--- config.mk ---
export PLATFORM = sky130hd
export DESIGN_NAME = csv_field_tokenizer
export DESIGN_NICKNAME = d
export VERILOG_FILES = /design/src/rtl/cft_pkg.sv /design/src/rtl/cft_parse.sv /design/src/rtl/cft_out_stage.sv /design/src/rtl/csv_field_tokenizer.sv
export SDC_FILE = /design/constraint.sdc
export NUM_CORES = 1
export LEC_CHECK = 0
export BUFFER_PORTS_ARGS = -buffer_cell sky130_fd_sc_hd__buf_2
export CORE_UTILIZATION = 55
export DETAILED_ROUTE_END_ITERATION = 6
export MAX_ROUTING_LAYER = met4
export PLACE_DENSITY = 0.74
export SLEW_MARGIN = 20
export SYNTH_ARGS = -nofsm -noshare
export SYNTH_HDL_FRONTEND = slang
export SYNTH_SLANG_ARGS = --single-unit
export TNS_END_PERCENT = 100
--- constraint.sdc ---
create_clock -name clk -period 3.9 [get_ports clk]
set_input_delay 0.78 -clock clk [delete_from_list [all_inputs] [get_ports clk]]
set_output_delay 0.78 -clock clk [all_outputs]
set_load 0.1 [all_outputs]
--- src/rtl/cft_pkg.sv ---
package cft_pkg;

  localparam int unsigned CHAR_W  = 8;
  localparam int unsigned COUNT_W = 10;
  localparam int unsigned COL_W   = 8;

  localparam logic [CHAR_W-1:0]  QUOTE_CHAR = 8'h22;
  localparam logic [CHAR_W-1:0]  COMMA_CHAR = 8'h2C;
  localparam logic [CHAR_W-1:0]  SPACE_CHAR = 8'h20;
  localparam logic [COL_W-1:0]   COL_MAX    = 8'hFF;
  localparam logic [COUNT_W-1:0] MAX_CHARS_RESET = 10'd255;

  // result kinds as carried on out_tuser
  localparam logic KIND_CHAR = 1'b0;
  localparam logic KIND_END  = 1'b1;

  typedef enum logic [2:0] {
    MODE_SKIP   = 3'd0,
    MODE_PLAIN  = 3'd1,
    MODE_QUOTED = 3'd2,
    MODE_QPEND  = 3'd3,
    MODE_DROP   = 3'd4
  } parse_mode_t;

  typedef struct packed {
    logic              vld;
    logic              kind;
    logic [CHAR_W-1:0] ch;
    logic [COL_W-1:0]  col;
    logic              last;
  } res_t;

endpackage

--- src/rtl/cft_parse.sv ---
module cft_parse (
  input  logic                          clk,
  input  logic                          rst_n,
  input  logic                          cfg_wr_en,
  input  logic [cft_pkg::COUNT_W-1:0]   cfg_wr_data,
  input  logic                          step,
  input  logic [cft_pkg::CHAR_W-1:0]    data_byte,
  input  logic                          row_end,
  output cft_pkg::res_t                 res,
  output cft_pkg::parse_mode_t          mode,
  output logic [cft_pkg::COL_W-1:0]     col
);
  import cft_pkg::*;

  logic [COUNT_W-1:0] max_r;
  parse_mode_t        mode_r, mode_nxt;
  logic [COUNT_W-1:0] cnt_r, cnt_nxt;
  logic [COL_W-1:0]   col_r, col_nxt;
  logic               open_r, open_nxt;
  logic               do_keep;
  logic               do_comma;
  logic [CHAR_W-1:0]  keep_ch;

  always_ff @(posedge clk) begin
    if (!rst_n) begin
      max_r  <= MAX_CHARS_RESET;
      mode_r <= MODE_SKIP;
      cnt_r  <= '0;
      col_r  <= '0;
      open_r <= 1'b0;
    end else begin
      if (cfg_wr_en) begin
        max_r <= cfg_wr_data;
      end
      if (step) begin
        mode_r <= mode_nxt;
        cnt_r  <= cnt_nxt;
        col_r  <= col_nxt;
        open_r <= open_nxt;
      end
    end
  end

  always_comb begin
    mode_nxt = mode_r;
    cnt_nxt  = cnt_r;
    col_nxt  = col_r;
    open_nxt = open_r;
    do_keep  = 1'b0;
    do_comma = 1'b0;
    keep_ch  = data_byte;
    res.vld  = 1'b0;
    res.kind = KIND_CHAR;
    res.ch   = '0;
    res.col  = col_r;
    res.last = 1'b0;

    if (row_end) begin
      res.vld  = open_r;
      res.kind = KIND_END;
      res.last = 1'b1;
      col_nxt  = '0;
      mode_nxt = MODE_SKIP;
      cnt_nxt  = '0;
      open_nxt = 1'b0;
    end else begin
      open_nxt = 1'b1;
      unique case (mode_r)
        MODE_SKIP: begin
          if (data_byte == COMMA_CHAR) begin
            do_comma = 1'b1;
          end else if (data_byte == QUOTE_CHAR) begin
            mode_nxt = MODE_QUOTED;
          end else if (data_byte != SPACE_CHAR) begin
            mode_nxt = MODE_PLAIN;
            do_keep  = 1'b1;
          end
        end
        MODE_PLAIN: begin
          if (data_byte == COMMA_CHAR) begin
            do_comma = 1'b1;
          end else begin
            do_keep = 1'b1;
          end
        end
        MODE_QUOTED: begin
          // full field: even a comma inside quotes ends it
          if (cnt_r >= max_r) begin
            mode_nxt = MODE_DROP;
            do_comma = (data_byte == COMMA_CHAR);
          end else if (data_byte == QUOTE_CHAR) begin
            mode_nxt = MODE_QPEND;
          end else begin
            do_keep = 1'b1;
          end
        end
        MODE_QPEND: begin
          if (data_byte == QUOTE_CHAR) begin
            mode_nxt = MODE_QUOTED;
            keep_ch  = QUOTE_CHAR;
            do_keep  = 1'b1;
          end else if (data_byte == COMMA_CHAR) begin
            do_comma = 1'b1;
          end else begin
            mode_nxt = MODE_DROP;
          end
        end
        default: begin
          if (data_byte == COMMA_CHAR) begin
            do_comma = 1'b1;
          end else begin
            mode_nxt = MODE_DROP;
          end
        end
      endcase

      if (do_keep) begin
        if (cnt_r < max_r) begin
          res.vld  = 1'b1;
          res.ch   = keep_ch;
          cnt_nxt  = cnt_r + 1'b1;
        end else begin
          mode_nxt = MODE_DROP;
        end
      end

      if (do_comma) begin
        res.vld  = 1'b1;
        res.kind = KIND_END;
        if (col_r != COL_MAX) begin
          col_nxt = col_r + 1'b1;
        end
        mode_nxt = MODE_SKIP;
        cnt_nxt  = '0;
        open_nxt = 1'b0;
      end
    end
  end

  assign mode = mode_r;
  assign col  = col_r;

endmodule

--- src/rtl/cft_out_stage.sv ---
module cft_out_stage (
  input  logic                           clk,
  input  logic                           rst_n,
  input  logic                           load,
  input  cft_pkg::res_t                  res,
  output logic                           free,
  output logic                           out_tvalid,
  input  logic                           out_tready,
  output logic [2*cft_pkg::CHAR_W-1:0]   out_tdata,
  output logic                           out_tuser,
  output logic                           out_tlast
);
  import cft_pkg::*;

  logic              vld_r;
  logic              kind_r;
  logic [CHAR_W-1:0] ch_r;
  logic [COL_W-1:0]  col_r;
  logic              last_r;

  always_ff @(posedge clk) begin
    if (!rst_n) begin
      vld_r <= 1'b0;
    end else if (load) begin
      vld_r <= 1'b1;
    end else if (out_tready) begin
      vld_r <= 1'b0;
    end
  end

  always_ff @(posedge clk) begin
    if (load) begin
      kind_r <= res.kind;
      ch_r   <= res.ch;
      col_r  <= res.col;
      last_r <= res.last;
    end
  end

  assign free       = !vld_r || out_tready;
  assign out_tvalid = vld_r;
  assign out_tdata  = {col_r, ch_r};
  assign out_tuser  = kind_r;
  assign out_tlast  = last_r;

endmodule

--- src/rtl/csv_field_tokenizer.sv ---
// An accepted input beat reaches out_* through the input register, then
//   the parse logic into the output register.
// Throughput: 1 beat per cycle unless a beat with a result meets a stalled output.
//   A beat that yields no result never waits on out_tready.
// Reset: synchronous, active-low rst_n; empties both registers, returns the
//   parser to skipping spaces at column 0 and sets max_field_chars to 255.
module csv_field_tokenizer (
  input  logic        clk,
  input  logic        rst_n,
  input  logic        cfg_wr_en,
  input  logic [9:0]  cfg_wr_data,   // max_field_chars
  input  logic        in_tvalid,
  output logic        in_tready,
  input  logic [7:0]  in_tdata,      // [7:0] data_byte
  input  logic        in_tlast,      // row_end
  output logic        out_tvalid,
  input  logic        out_tready,
  output logic [15:0] out_tdata,     // [7:0] char_byte, [15:8] field_index
  output logic        out_tuser,     // result_kind
  output logic        out_tlast      // last_of_row
);
  import cft_pkg::*;

  logic              s0_vld_r;
  logic [CHAR_W-1:0] s0_byte_r;
  logic              s0_end_r;
  logic              consume;
  logic              out_free;
  res_t              res;
  parse_mode_t       mode;
  logic [COL_W-1:0]  col;

  // advance the held beat unless it has a result and the output is stalled
  assign consume   = s0_vld_r && (out_free || !res.vld);
  assign in_tready = !s0_vld_r || consume;

  always_ff @(posedge clk) begin
    if (!rst_n) begin
      s0_vld_r <= 1'b0;
    end else if (in_tready) begin
      s0_vld_r <= in_tvalid;
    end
  end

  always_ff @(posedge clk) begin
    if (in_tready && in_tvalid) begin
      s0_byte_r <= in_tdata;
      s0_end_r  <= in_tlast;
    end
  end

  cft_parse u_parse (
    .clk         (clk),
    .rst_n       (rst_n),
    .cfg_wr_en   (cfg_wr_en),
    .cfg_wr_data (cfg_wr_data),
    .step        (consume),
    .data_byte   (s0_byte_r),
    .row_end     (s0_end_r),
    .res         (res),
    .mode        (mode),
    .col         (col)
  );

  cft_out_stage u_out (
    .clk        (clk),
    .rst_n      (rst_n),
    .load       (consume && res.vld),
    .res        (res),
    .free       (out_free),
    .out_tvalid (out_tvalid),
    .out_tready (out_tready),
    .out_tdata  (out_tdata),
    .out_tuser  (out_tuser),
    .out_tlast  (out_tlast)
  );

  a_char_not_last: assert property (@(posedge clk) disable iff (!rst_n)
    out_tvalid && out_tuser == KIND_CHAR |-> !out_tlast)
    else $error("character beat marked last of row");

  a_end_no_char: assert property (@(posedge clk) disable iff (!rst_n)
    out_tvalid && out_tuser == KIND_END |-> out_tdata[7:0] == '0)
    else $error("field-end beat carries a character");

  a_row_end_clears: assert property (@(posedge clk) disable iff (!rst_n)
    consume && s0_end_r |=> col == '0 && mode == MODE_SKIP)
    else $error("row end did not reset parser state");

  a_stall_holds: assert property (@(posedge clk) disable iff (!rst_n)
    s0_vld_r && res.vld && out_tvalid && !out_tready |-> !consume)
    else $error("result dropped while output stalled");

endmodule
==> flow_summary.toml <==
[status]
outcome = "finished clean"

[grt]
grt.total_usage_pct = 25.8
grt_pass1_wl_mm = 11.4
antenna_found_initial = 0
grt_pass1_vias = 2381
grt_max_degree = 24
grt-ovfl-total = 0

[yosys]
syn_nets = 336
synth_cells = 300
syn_area_sq_um = 3070
ys_async_sr_fraction_pct = 0
post-synth-top-area-fraction_pct = 26.4
synth.area.top_cells = "edfxtp_1 (26%), dfxtp_1 (22%), ha_1 (4.9%), nand2_1 (3.2%), o211ai_1 (2.7%)"
synth_edf_count = 27
synthFlopType = "dfxtp_1"
seq_area_frac_synth_pct = 48.6
synth-simple-area-share_pct = 21.2
synth.most_common_cell = "dfxtp_1"
muxShareOfSynthArea_pct = 1.63
synth_fa_ha_area_share_pct = 4.89
yosysWarningCount = 0
synth_top_family_by_area = "simple AND/OR/NAND/NOR gates"
synth_compound_area_share_pct = 18.8
synth_cell_type_count = 60
synth_area_per_cell_sq_um = 10.2
ys_ff_latch = 61
synthXorXnorAreaFrac_pct = 0.285
synth_commonest_cells = "dfxtp_1 (34), edfxtp_1 (27), nand2_1 (26)"
yosysTopAreaCell = "edfxtp_1"

[setup_path]
cp-start-kind = "register"
critical_path.slowest_cell = "o31ai_2"
path_class = "register to output pin"
worstPathArrival_ns = 2.84
critPathMaxStageDelay_ns = 0.42
ff2ff_setup_slack_ns = 0.82
cp_cell_sequence = "ha_1 -> nand4_1 -> o31ai_2 -> o221ai_2 -> a22oi_2 -> nor3b_1 -> inv_1 -> clkbuf_4"
crit_start = "u_parse.cnt_r[6]"
r2r-start = "u_parse.cnt_r[7]"
end_kind = "output pin"
crit_required_ns = 3.12
worstPathMaxFanout = 8
path_delay_family = "compound AO/OA/AOI/OAI gates"
crit_buf_inv = 2

[placement]
placed_cells = 404
io_buffers = 43
place.gp.congestion = 0.851
dp.final_hpwl_mm = 4.80

[hold_path]
worstHoldStart = "u_parse.open_r"
min_path_type = "register to register"

[die]
initial_utilization_pct = 58.6
ios = 44
rows = 26
die_area_sq_um = 5890
die_height_microns = 76.7
die_w_microns = 76.7
coreArea_sq_um = 5240

[sta]
hold_viol_final = 0
tightest_slew_ns = 0.986
finalMaxSlewViolations = 0
finalCriticalPeriod_ns = 3.62
relSlewSlack_pct = 33.4
fin_skew_ns = 0.00746
min_period_over_period_pct = 92.9
holdWs_ns = 0.454
setup_viol = 0
fmax_mhz = 276

[pwr]
p_leak_nw = 1.43
p_per_area_nw_per_um2 = 397
vdd_drop_max_mv = 0.235

[drt]
ant_nets = 0
drt_iter0_drc = 163
drc = 0
viasPerCell = 6.02
num_vias = 2529
wl_per_cell_microns = 16.2
routed_wl_mm = 6.80
drt_first_pass_iters = 4

[layout]
final_cells = 420
synthToLayoutAreaGrowth_pct = 15.6
fin_nets = 381
n_antenna_cell = 0
drive_gt1_share_pct = 22.9

[clocking]
cts_made_buffers = 9
clkSinkCount = 61
clock_latency_ns = 0.34
clockBufferDepth = 2
cts_hold_buf = 0
cts_tree = "yes"
clk_pin_slew_ns = 0.07
cts-root-buf = "clkbuf_8"
h-tree-depth = 3

[flow_run]
maxCapViolations = 0
-- worst paths after layout --
check / depth (start not counted) / endpoint
setup / recovery: 8 / in_tready
hold / removal: 2 / u_parse.open_r
setup reg to reg: 7 / u_out.col_r[6]
hold reg to reg: 2 / u_parse.open_r
-- report_power, final --
group	internal (mW)	switching, mW
Clock	0.311	0.246
Combinational	0.0395	0.109
Sequential	0.691	0.0123
-- cells in the final DEF, fill, tap and decap left out, drive strengths merged, types with 12 or more instances in the layout --
| cell | netlist | final |
|---|---|---|
| buf | 4 | 46 |
| nand2 | 26 | 26 |
| and3 | 12 | 12 |
| ha | 12 | 12 |
| edfxtp | 27 | 27 |
| nand3 | 15 | 15 |
| inv | 21 | 21 |
| clkbuf | 9 | 13 |
| dfxtp | 34 | 34 |
| o211ai | 12 | 12 |
| a21oi | 15 | 15 |
-- final cells by class --
type                            instances  area (sq um)
Sequential cell                        61          1490
Tap cell                               70          87.6
Clock buffer                           12           145
Timing Repair Buffer                   47           248
Multi-Input combinational cell        204          1450
Fill cell                             416          1690
Clock inverter                          4          47.5
Inverter                               22          82.6
-- timing repair --
| action | CTS | global route |
|---|---|---|
| buffers inserted | 0 | 0 |
| endpoints found under the setup margin | 0 | 1 |
| resized for setup | 0 | 3 |
-- kinds of logic after synthesis --
logic type	Yosys count
AOI/OAI and AO/OA	77
xor gates and xnor gates	1
adders and majority gates	12
buffers and inverters	35
DFF	61
muxes	5
and+or+nand+nor	109
-- worst reg2reg max path: cells and delay by family, from the launching register on --
family,cells,cell delay (ns)
AOI/OAI and AO/OA,4,1.15
adders and majority gates,1,0.31
DFF,1,0.34
and+or+nand+nor,2,0.90
-- metal layers --
layer	track usage [%]	vias up	wire length (microns)
met3	5.95	12	298
met4	11.7	0	134
li1	-	1241	-
met2	40.1	83	3240
met1	31.8	1193	3120
met5	-	-	0
-- per-stage QoR --
stage | TNS (ns) | util, % | instance area (sq um) | setup slack, ns | power (mW)
2_1_floorplan | 0 | - | 3070 | 0.610 | 0.824
3_3_place_gp | 0 | 63.9 | 3340 | 0.566 | 0.859
3_5_place_dp | 0 | 63.9 | 3340 | 0.464 | 0.863
4_1_cts | 0 | 67.5 | 3540 | 0.0910 | 1.42
5_1_grt | -0.00341 | 67.8 | 3550 | -0.00341 | 1.46
6_report | 0 | 67.8 | 3550 | 0.277 | 1.41
-- sequential cells by signal, summed over array words and instances (netlist names) --
register          flops
u_parse.cnt_r        10
u_parse.max_r        10
s0_byte_r             8
u_out.ch_r            8
u_out.col_r           8
u_parse.col           8
u_parse.mode          3
s0_end_r              1
s0_vld_r              1
u_out.out_tlast       1
u_out.out_tuser       1
u_out.out_tvalid      1
u_parse.open_r        1
Power figures use the tool's default switching activity.
